===== src/rtl/core/nearest_palette_slot_defines.svh =====
// Assertion macros shared by the nearest palette slot RTL files.
`ifndef NEAREST_PALETTE_SLOT_DEFINES_SVH
`define NEAREST_PALETTE_SLOT_DEFINES_SVH
`ifndef SYNTHESIS
`define NPS_ASSERT_IMPLY(label, ante, cons, msg) \
   label: assert property (@(posedge clock) disable iff (reset) (ante) |-> (cons)) \
      else $error(msg);
`define NPS_ASSERT_NEXT(label, ante, cons, msg) \
   label: assert property (@(posedge clock) disable iff (reset) (ante) |=> (cons)) \
      else $error(msg);
`else
`define NPS_ASSERT_IMPLY(label, ante, cons, msg)
`define NPS_ASSERT_NEXT(label, ante, cons, msg)
`endif
`endif


===== src/rtl/core/nps_pkg.sv =====
// Shared constants, types and helper functions of the nearest palette slot block.
`default_nettype none
package nps_pkg;
   localparam int NUM_SLOTS  = 8;
   localparam int MAX_SLOTS  = 8;
   localparam int IDX_W      = 3;
   localparam int CH_W       = 8;
   localparam int NUM_CH     = 3;
   localparam int COLOR_W    = NUM_CH * CH_W;
   localparam int NUM_WORDS  = 4;
   localparam int WORD_W     = 2 * COLOR_W;
   localparam int CSR_IDX_W  = 3;
   localparam int SQ_W       = 2 * CH_W;
   localparam int DIST_W     = SQ_W + 2;
   localparam int GREEN_CH   = 1;
   localparam int BLUE_CH    = 0;

   localparam logic [DIST_W-1:0] DIST_FAR   = '1;
   localparam logic [CH_W-1:0]   GREEN_WARM = 8'd238;
   localparam logic [CH_W-1:0]   BLUE_WARM  = 8'd197;

   typedef enum logic [CSR_IDX_W-1:0] {
      CSR_PALETTE_0_1 = 3'd0,
      CSR_PALETTE_2_3 = 3'd1,
      CSR_PALETTE_4_5 = 3'd2,
      CSR_PALETTE_6_7 = 3'd3,
      CSR_NIGHT_MODE  = 3'd4
   } csr_index_type;

   typedef logic [CH_W-1:0] chan_type;
   typedef logic [COLOR_W-1:0] color_type;
   typedef logic [WORD_W-1:0] word_type;

   typedef struct packed {
      logic [IDX_W-1:0]  idx;
      logic [DIST_W-1:0] distance;
   } cand_type;

   function automatic chan_type warm_channel(input chan_type c, input chan_type k);
      logic [SQ_W-1:0] p;
      p = c * k;
      return p[SQ_W-1:CH_W];
   endfunction

   function automatic chan_type abs_diff(input chan_type a, input chan_type b);
      return (a > b) ? (a - b) : (b - a);
   endfunction

   // The left candidate always has the lower slot index, so it keeps ties.
   function automatic cand_type pick_nearer(input cand_type a, input cand_type b);
      return (b.distance < a.distance) ? b : a;
   endfunction
endpackage
`default_nettype wire


===== src/rtl/core/nps_min_tree.sv =====
// Registered three-level minimum tree that picks the nearest of eight candidates.
`default_nettype none
`include "nearest_palette_slot_defines.svh"
module nps_min_tree (
   input  logic                     clock,
   input  logic                     reset,
   input  logic                     in_valid,
   input  nps_pkg::cand_type        in_cand [nps_pkg::MAX_SLOTS],
   output logic                     out_valid,
   output logic [nps_pkg::IDX_W-1:0] out_idx
);
   localparam int L1_N = nps_pkg::MAX_SLOTS / 2;
   localparam int L2_N = L1_N / 2;

   logic              l1_valid_ff, l1_valid_in;
   logic              l2_valid_ff, l2_valid_in;
   logic              out_valid_ff, out_valid_in;
   nps_pkg::cand_type l1_ff [L1_N];
   nps_pkg::cand_type l1_in [L1_N];
   nps_pkg::cand_type l2_ff [L2_N];
   nps_pkg::cand_type l2_in [L2_N];
   nps_pkg::cand_type out_ff, out_in;

   always_comb begin
      l1_valid_in  = in_valid;
      l2_valid_in  = l1_valid_ff;
      out_valid_in = l2_valid_ff;
      for (int i = 0; i < L1_N; i++) begin
         l1_in[i] = nps_pkg::pick_nearer(in_cand[2*i], in_cand[2*i+1]);
      end
      for (int i = 0; i < L2_N; i++) begin
         l2_in[i] = nps_pkg::pick_nearer(l1_ff[2*i], l1_ff[2*i+1]);
      end
      out_in = nps_pkg::pick_nearer(l2_ff[0], l2_ff[1]);
   end

   always_ff @(posedge clock) begin
      if (reset) begin
         l1_valid_ff  <= 1'b0;
         l2_valid_ff  <= 1'b0;
         out_valid_ff <= 1'b0;
      end else begin
         l1_valid_ff  <= l1_valid_in;
         l2_valid_ff  <= l2_valid_in;
         out_valid_ff <= out_valid_in;
      end
   end

   always_ff @(posedge clock) begin
      l1_ff  <= l1_in;
      l2_ff  <= l2_in;
      out_ff <= out_in;
   end

   assign out_valid = out_valid_ff;
   assign out_idx   = out_ff.idx;

   `NPS_ASSERT_IMPLY(a_tree_latency, out_valid_ff, $past(in_valid, 3), "tree output without input beat")
   `NPS_ASSERT_NEXT(a_tree_min, l2_valid_ff, (out_ff.distance <= $past(l2_ff[0].distance)) && (out_ff.distance <= $past(l2_ff[1].distance)), "tree output is not the minimum")
   `NPS_ASSERT_NEXT(a_tree_tie, l2_valid_ff && (l2_ff[0].distance == l2_ff[1].distance), out_ff.idx == $past(l2_ff[0].idx), "tree tie not won by lower slot")
endmodule
`default_nettype wire


===== config.mk =====
export PLATFORM = sky130hd
export DESIGN_NAME = nps_min_tree
export DESIGN_NICKNAME = d
export VERILOG_FILES = /design/src/rtl/core/nps_pkg.sv /design/src/rtl/core/nps_min_tree.sv
export VERILOG_INCLUDE_DIRS = /design/src /design/src/rtl/core
export SDC_FILE = /design/constraint.sdc
export NUM_CORES = 1
export LEC_CHECK = 0
export ABC_AREA = 1
export BUFFER_PORTS_ARGS = -buffer_cell sky130_fd_sc_hd__buf_4
export CORE_MARGIN = 2
export CORE_UTILIZATION = 50
export CTS_CLUSTER_DIAMETER = 100
export CTS_CLUSTER_SIZE = 20
export DETAILED_ROUTE_END_ITERATION = 8
export GPL_ROUTABILITY_DRIVEN = 0
export HOLD_SLACK_MARGIN = 0.02
export PLACE_DENSITY = 0.74
export SLEW_MARGIN = 15
export SYNTH_ARGS = -nofsm -noshare
export SYNTH_HDL_FRONTEND = slang
export SYNTH_SLANG_ARGS = --single-unit

===== constraint.sdc =====
create_clock -name clock -period 1.73 [get_ports clock]
set_clock_uncertainty 0.1 [all_clocks]
set_input_delay 0.346 -clock clock [delete_from_list [all_inputs] [get_ports clock]]
set_output_delay 0.346 -clock clock [all_outputs]
set_load 0.02 [all_outputs]

==> flow_metrics.tcl, run 1 <==
set metrics [dict create \
    muxShareOfSynthArea 0 \
    seqCellArea_mm2 0.00271 \
    tightest_slew_ns 0.299 \
    synth.net_count 1473 \
    antenna_found_initial 0 \
    finalPower_mw 13.2 \
    leakagePower_nw 7.07 \
    cts_tree "built" \
    busiest_layer "met2" \
    clock_sinks 132 \
    fin_crit_sh 1.13 \
    setup_viol_count_final 45 \
    r2r_cells 12 \
    fin_ws_ns -0.226 \
    clock.fmax_mhz 511 \
    start_kind "flop" \
    gr-usage-met1 0.302 \
    ys_ff_latch 132 \
    final_nets 1800 \
    rows 46 \
    cp_max_fo 6 \
    track_usage 0.276 \
    post-route-min-period_ns 1.96 \
    hp-start "in_cand[39]" \
    r2r-end "l2_ff[20]" \
    use_met2 0.523 \
    clkTransAtPathRegs_ns 0.06 \
    netlist_instances 1183 \
    diodes 0 \
    drive_above_1_share 0.396 \
    met3_usage 0.0561 \
    ys_seq_area_frac 0.324 \
    avgSynthCellArea_um2 6.90 \
    coreArea_mm2 0.0159 \
    holdPathStages 3 \
    rsz0062_at_grt "yes" \
    cts_buffer_depth 2 \
    die_h_um 132 \
    dr.pass1.iters 5 \
    wl_per_cell_um 16.5 \
    clk-insertion-delay-late_ns 0.43 \
    whs_ns 0.0142 \
    fillers 997 \
    grt_pass1_vias 8693 \
    yosys_warnings 0 \
    drtAntennaViolNets 0 \
    min_to "l1_ff[18]" \
    failed_checks "setup timing" \
    synth-simple-area-share 0.345 \
    grt_max_degree 22 \
    synth-adder-area-share 0.182 \
    multi_input_area_mm2 0.00542 \
    hold_viol 0 \
    drt-initial-drc-count 848 \
    slew-limit-headroom 0.800 \
    synth_largest_area_cell "dfxtp_1" \
    ir_drop_mv 0.775 \
    routed_wl_um 28600 \
    dieArea_mm2 0.0174 \
    synth_top_family_by_area "simple AND/OR/NAND/NOR gates" \
    vias_per_cell 5.32 \
    drv_slew 0 \
    setup_tns_ns -5.57 \
    end_kind "flop" \
    netlist_area_mm2 0.00817 \
    placed_area_mm2 0.0107 \
    synth_area_leaders "dfxtp_1, nand2_1, ha_1" \
    maxCapViolCount 0 \
    synth_top_area_share 0.324 \
    synth-xor-area-share 0 \
    rrSetupSlack_ns -0.23 \
    root_buffer "clkbuf_16" \
    crit_arrival_ns 2.23 \
    crit_type "reg -> reg" \
    portBuffers 174 \
    cts_buffers 17 \
    hold_path.class "in -> reg" \
    fin_area_mm2 0.0126 \
    grt_overflow 0 \
    synth_cell_types 22 \
    status "complete, but fails checks" \
    place_hpwl_um 16500 \
    crit_required_ns 2.00 \
    vias 9248 \
    htreeDepth 4 \
    synth-compound-area-share 0.0287 \
    grt_pass1_wl_um 39200 \
    rr_startpoint "l1_ff[12]" \
    die_w_um 132 \
    power.density_mw_per_mm2 1050 \
    syn_to_final_growth_pct 54.6 \
    initial_utilization 0.512 \
    pin_count 175 \
    drcViolationCount 0 \
]
metrics by stage:
stage               utilization  worst slack, ns  cells
global placement          0.668           -0.197   1667
finish                    0.792           -0.226   1737
detailed placement        0.668           -0.222   1667
CTS                       0.754          -0.0301   1729
floorplan                     -            0.106   1183
global route              0.792           -0.275   1737
logic make-up after synthesis:
kind of cell    count (synthesis)
compound gates                 41
fa+ha+maj                     119
buf+inv                       235
flops                         132
simple gates                  656
cell type report:
| type | count | area share |
|---|---|---|
| Clock inverter | 5 | 0.00793 |
| Sequential cell | 132 | 0.214 |
| Clock buffer | 25 | 0.0377 |
| Tap cell | 216 | 0.0214 |
| Inverter | 193 | 0.0574 |
| Timing Repair Buffer | 350 | 0.232 |
| Multi-Input combinational cell | 816 | 0.429 |
Yosys cell counts:
| library cell | number |
|---|---|
| and2_1 | 6 |
| a21o_1 | 7 |
| nand4_1 | 63 |
| nor2_2 | 3 |
| nand3b_1 | 4 |
| and2_4 | 1 |
| inv_1 | 191 |
| nand2_1 | 456 |
| buf_6 | 4 |
| nand3b_2 | 2 |
| dfxtp_1 | 132 |
| nand3_2 | 6 |
| a21oi_2 | 3 |
| nand3_1 | 71 |
| buf_2 | 30 |
| ha_1 | 119 |
| nor2_1 | 43 |
| o21ai_0 | 3 |
| buf_4 | 8 |
| nand3b_4 | 1 |
| clkinv_1 | 2 |
| a21oi_1 | 28 |
metal layers:
metal / routed length [um] / vias up
li1: - / 4375
met1: 10400 / 4261
met2: 15000 / 451
met3: 1770 / 161
met4: 1550 / 0
met5: 0 / -
state kept, by name, indices dropped and copies added, names as in the netlist:
register / cells
l1_ff: 84
l1_valid_ff: 1
l2_ff: 42
l2_valid_ff: 1
out_idx: 3
out_valid: 1
worst max-delay path by stage:
stage	start	end	slack, ns	depth (start not counted)
2_1_floorplan	in_cand[164]	l1_ff[63]	0.11	9
3_3_place_gp	in_cand[59]	l1_ff[38]	-0.20	9
3_5_place_dp	in_cand[59]	l1_ff[40]	-0.22	9
4_1_cts	l1_ff[37]	l2_ff[10]	-0.03	11
5_1_grt	l1_ff[32]	l2_ff[20]	-0.28	13
6_report	l1_ff[12]	l2_ff[20]	-0.23	12
cell usage in the layout (no fill, tap or decap), types with 5 or more instances in the layout:
cell / instances
a21o_1: 7
a21oi_1: 21
a21oi_2: 9
and2_1: 5
buf_12: 14
buf_4: 310
buf_6: 13
clkbuf_1: 6
clkbuf_16: 19
dfxtp_1: 83
dfxtp_2: 48
dlygate4sd3_1: 10
ha_1: 91
ha_4: 28
inv_1: 166
inv_2: 26
nand2_1: 380
nand2_2: 56
nand2_4: 20
nand3_1: 49
nand3_2: 26
nand4_1: 63
nor2_1: 30
nor2_2: 8
nor2_4: 8
critical path: stages (launching register included):
cell,delay (ns)
dfxtp_1,0.42
ha_4,0.24
nand2_4,0.08
inv_2,0.04
nand2_1,0.07
nand2_1,0.07
nand2_2,0.10
nand2_4,0.07
buf_6,0.12
nor2_4,0.22
buf_6,0.18
nand3_1,0.09
nand2_1,0.09
power breakdown:
group,switching [mW],internal [mW],leakage (nW)
logic,2.89,2.51,5.67
registers,0.411,3.75,1.12
clock network,1.32,2.32,0.281
timing repair:
| action | in CTS | in global routing |
|---|---|---|
| gates cloned | 3 | 3 |
| hold buffers | 10 | 0 |
| gates resized for setup | 124 | 152 |
| setup buffers | 19 | 9 |
| endpoints found under the setup margin | 42 | 45 |
| endpoints found under the hold margin | 12 | 0 |
| pin swaps | 27 | 60 |
No activity file was read; power rests on OpenSTA's default activity.
==> inputs of run 2 (changes only) <==
--- a/config.mk
+++ b/config.mk
@@ -15,7 +15,7 @@
 export DETAILED_ROUTE_END_ITERATION = 8
 export GPL_ROUTABILITY_DRIVEN = 0
 export HOLD_SLACK_MARGIN = 0.02
-export PLACE_DENSITY = 0.74
+export PLACE_DENSITY = 0.77
 export SLEW_MARGIN = 15
 export SYNTH_ARGS = -nofsm -noshare
 export SYNTH_HDL_FRONTEND = slang
==> constraint.sdc (replaced) <==
create_clock -name clock -period 1.7 [get_ports clock]
set_clock_uncertainty 0.1 [all_clocks]
set_input_delay 0.34 -clock clock [delete_from_list [all_inputs] [get_ports clock]]
set_output_delay 0.34 -clock clock [all_outputs]
set_load 0.02 [all_outputs]
==> flow_metrics.tcl, run 2 (synthesis gave the netlist of run 1 again) <==
set metrics [dict create \
    final_cell_mix "nand2_1, buf_4, inv_1" \
    largest_register "l1_ff" \
    end_kind "flop" \
    whs_ns 0.0345 \
    largest_reg_flops 84 \
    drtAntennaViolNets 0 \
    finalPower_mw 12.7 \
    track_usage 0.270 \
    final_nets 1786 \
    vias_per_cell 5.34 \
    syn_to_final_growth_pct 51.8 \
    slew-limit-headroom 0.769 \
    antenna_found_initial 0 \
    placed_area_mm2 0.0105 \
    setup_viol_count_final 51 \
    cts_buffers 17 \
    failed_checks "setup timing" \
    drcViolationCount 0 \
    crit_required_ns 1.90 \
    crit_type "reg -> reg" \
    clkTransAtPathRegs_ns 0.06 \
    clk-insertion-delay-late_ns 0.42 \
    tightest_slew_ns 0.347 \
    maxCapViolCount 0 \
    htreeDepth 4 \
    hold_path.class "in -> reg" \
    wl_per_cell_um 16.0 \
    start_kind "flop" \
    initial_utilization 0.512 \
    rrSetupSlack_ns -0.22 \
    dpl.cell_count 1641 \
    root_buffer "clkbuf_16" \
    fin_util 0.778 \
    setup_tns_ns -5.74 \
    coreArea_mm2 0.0159 \
    cp_max_fo 5 \
    ir_drop_mv 0.773 \
    grt_overflow 0 \
    clock.fmax_mhz 520 \
    place_hpwl_um 16500 \
    die_h_um 132 \
    post-route-min-period_ns 1.92 \
    rows 46 \
    dr.pass1.iters 6 \
    cts_tree "built" \
    hold_viol 0 \
    drv_slew 0 \
    routed_wl_um 27500 \
    crit_arrival_ns 2.12 \
    power.density_mw_per_mm2 1030 \
    vias 9199 \
    status "complete, but fails checks" \
    fin_cells 1724 \
    drive_above_1_share 0.346 \
    fin_ws_ns -0.222 \
    grt_max_degree 22 \
    rsz0062_at_grt "yes" \
    fin_crit_sh 1.13 \
    pin_count 175 \
    dieArea_mm2 0.0174 \
    final_common_cell "nand2_1" \
    diodes 0 \
    cts_buffer_depth 2 \
    fin_area_mm2 0.0124 \
    portBuffers 174 \
    grt_pass1_wl_um 38500 \
    grt_pass1_vias 8745 \
    drt-initial-drc-count 867 \
    dp_slack_ns -0.254 \
    clock_sinks 132 \
    die_w_um 132 \
    leakagePower_nw 6.94 \
]
[run 2: cell count changes in the layout (fill, tap and decap cells not counted), sizes merged]
cell / change
clkinv: +2
clkbuf: +4
inv: -1
bufinv: -3
dlygate4sd3: +26
buf: -41
[run 2: path summary, 6_finish.rpt]
kind,start,end,cells after the start
hold reg to reg,l1_valid_ff,l2_valid_ff,2
hold / removal,in_cand[79],l1_ff[37],3
setup / recovery,l1_ff[64],l2_ff[33],9
setup reg to reg,l1_ff[64],l2_ff[33],9
[run 2: what timing repair did]
action,in CTS,in global routing
setup buffers,5,7
cloned,1,3
hold endpoints to repair,36,1
endpoints found under the setup margin,42,64
hold buffers,35,1
pin swaps,12,34
resized for setup,82,140
[run 2: critical path, cell delays in order (launching register included)]
cell      delay (ns)
dfxtp_1         0.43
inv_1           0.09
ha_1            0.28
o21ai_0         0.10
nand2_1         0.14
nand3b_4        0.15
nand3_4         0.18
buf_16          0.19
nand2_1         0.06
nand2_1         0.09
[run 2: power breakdown]
group          switching (mW)  internal, mW  leakage (nW)
sequential              0.401          3.81          1.12
combinational            2.71          2.36          5.54
clock                    1.30          2.16         0.282
[run 2: routing by layer]
metal	routed length (um)	global-route usage
met3	1780	0.0527
met1	10100	0.296
met2	14200	0.497
met5	0	0
met4	1400	0.133
[run 2: area by class of cell]
cell class	instances	area [um2]
repair buffers	336	2870
well taps	216	270
flip-flops and latches	132	2700
clock buffers	28	547
multi-input cells	816	5270
fillers	979	3540
clock inverters	3	15.0
inverters	193	727
==> inputs of run 3 (changes only) <==
--- a/config.mk
+++ b/config.mk
@@ -8,6 +8,7 @@
 export LEC_CHECK = 0
 export ABC_AREA = 1
 export BUFFER_PORTS_ARGS = -buffer_cell sky130_fd_sc_hd__buf_4
+export CORE_ASPECT_RATIO = 1.1
 export CORE_MARGIN = 2
 export CORE_UTILIZATION = 50
 export CTS_CLUSTER_DIAMETER = 100
==> flow_metrics.tcl, run 3 (synthesis gave the netlist of run 1 again) <==
set metrics [dict create \
    leakagePower_nw 7.19 \
    portBuffers 174 \
    multi_input_area_mm2 0.00542 \
    power_frac_comb 0.405 \
    r2r-end "l2_ff[34]" \
    diodes 0 \
    rows 49 \
    fin_area_mm2 0.0128 \
    crit_buf_inv 3 \
    root_buffer "clkbuf_16" \
    end_kind "flop" \
    clock.fmax_mhz 512 \
    clk-insertion-delay-late_ns 0.44 \
    min_to "l1_valid_ff" \
    crit_start "l1_ff[73]" \
    crit_type "reg -> reg" \
    cts_buffers 17 \
    drcViolationCount 0 \
    internal-power_mw 9.28 \
    crit_arrival_ns 2.23 \
    hold_path.class "in -> reg" \
    dr.pass1.iters 8 \
    wl_per_cell_um 17.3 \
    start_kind "flop" \
    clkPwrFrac 0.297 \
    final_cell_mix "nand2_1, buf_4, inv_1" \
    ir_drop_mv 0.994 \
    post-route-min-period_ns 1.95 \
    sw_frac_of_total 0.349 \
    holdPathStages 3 \
    vias_per_cell 5.52 \
    largest_register "l1_ff" \
    maxCapViolCount 0 \
    cp_max_fo 5 \
    syn_to_final_growth_pct 57.3 \
    setup_viol_count_final 49 \
    drt-initial-drc-count 816 \
    clkTransAtPathRegs_ns 0.06 \
    slowest_stage "dfxtp_1" \
    die_w_um 126 \
    placed_area_mm2 0.0105 \
    seq_power_share 0.298 \
    track_usage 0.302 \
    grt_overflow 0 \
    hold_viol 0 \
    critical_path.top_delay_family "simple AND/OR/NAND/NOR gates" \
    htreeDepth 4 \
    fin_util 0.793 \
    coreArea_mm2 0.0162 \
    rr_startpoint "l1_ff[73]" \
    grt_pass1_wl_um 42600 \
    drtAntennaViolNets 0 \
    failed_checks "setup timing" \
    grt_pass1_vias 9521 \
    fin_ws_ns -0.253 \
    cts_tree "built" \
    cp_num_cells 11 \
    rsz0062_at_grt "yes" \
    rrSetupSlack_ns -0.25 \
    p_switching_mw 4.98 \
    crit_required_ns 1.98 \
    drv_slew 0 \
    final_nets 1810 \
    r2r_cells 11 \
    fin_crit_sh 1.15 \
    grt_max_degree 22 \
    crit_chain "inv_1, ha_1, nand2_1, nor2_1, and2_4, nand3b_4, nand3_4, buf_12, buf_16, nand2_4, nand2_2" \
    antenna_found_initial 0 \
    clock_sinks 132 \
    initial_utilization 0.504 \
    die_h_um 138 \
    routed_wl_um 30100 \
    fillers 909 \
    seqCellArea_mm2 0.00270 \
    slowest_delay_ns 0.40 \
    final_common_cell "nand2_1" \
    power.density_mw_per_mm2 1110 \
    place_hpwl_um 16700 \
    slew-limit-headroom 0.781 \
    cts_buffer_depth 2 \
    hp-start "in_valid" \
    drive_above_1_share 0.375 \
    pin_count 175 \
    dp_slack_ns -0.229 \
    tightest_slew_ns 0.327 \
    largest_reg_flops 84 \
    dieArea_mm2 0.0174 \
    whs_ns 0.0288 \
    vias 9596 \
    status "complete, but fails checks" \
]
==> run 3: cell types whose count changed in the layout (fill, tap and decap cells not counted), sizes merged <==
cell and delta:
buf +21, clkbuf -8, dlygate4sd3 +6, bufinv +5, clkinv +1
==> run 3: power by group through the flow <==
stage	Sequential [mW]	Clock, mW	Combinational (mW)
6_report	4.24	4.24	5.78
5_1_grt	4.28	4.40	6.24
4_1_cts	4.15	4.18	4.56
3_5_place_dp	4.13	0	3.60
3_3_place_gp	4.13	0	3.44
2_1_floorplan	4.07	0	2.30
==> run 3: final cells by class <==
class / instances / share of cell area
clock inverter: 9 / 0.0133
multi-input combinational: 816 / 0.422
tap: 204 / 0.0199
inverter: 193 / 0.0564
sequential: 132 / 0.210
clock buffer: 23 / 0.0396
timing repair buffer: 360 / 0.239
==> run 3: worst register-to-register path: cells and delay by family, from the launching register on <==
kind                       cells  cell delay [ns]
and+or+nand+nor                7             0.77
DFF                            1             0.40
buffers and inverters          3             0.34
adders and majority gates      1             0.29
==> run 3: how the worst max path moves through the flow <==
stage | endpoint | slack (ns)
floorplan | l1_ff[63] | 0.08
global placement | l1_ff[52] | -0.17
detailed placement | l1_ff[25] | -0.23
CTS | l2_ff[39] | -0.06
global route | l2_ff[40] | -0.28
finish | l2_ff[34] | -0.25
==> run 3: stage by stage <==
stage,setup TNS (ns),total power [mW],instances
6_report,-8.61,14.3,1737
5_1_grt,-11.66,14.9,1737
4_1_cts,-1.31,12.9,1730
3_5_place_dp,-20.00,7.73,1633
3_3_place_gp,-13.61,7.56,1633
2_1_floorplan,0,6.37,1183
==> run 3: what timing repair did <==
| item | 4_1_cts | 5_1_grt |
|---|---|---|
| setup buffers | 20 | 7 |
| pin swaps | 35 | 27 |
| gates cloned | 4 | 0 |
| setup endpoints to repair | 42 | 77 |
| hold buffers | 42 | 0 |
| hold endpoints to repair | 44 | 0 |
| gates resized for setup | 148 | 115 |
==> run 3: metal layers <==
metal / part of all wire / global-route usage / wire length [um] / up-vias
met2: 0.51 / 0.560 / 15500 / 580
met4: 0.068 / 0.171 / 2040 / 0
li1: - / - / - / 4399
met1: 0.34 / 0.315 / 10400 / 4421
met3: 0.074 / 0.0569 / 2220 / 196
met5: 0 / 0 / 0 / -
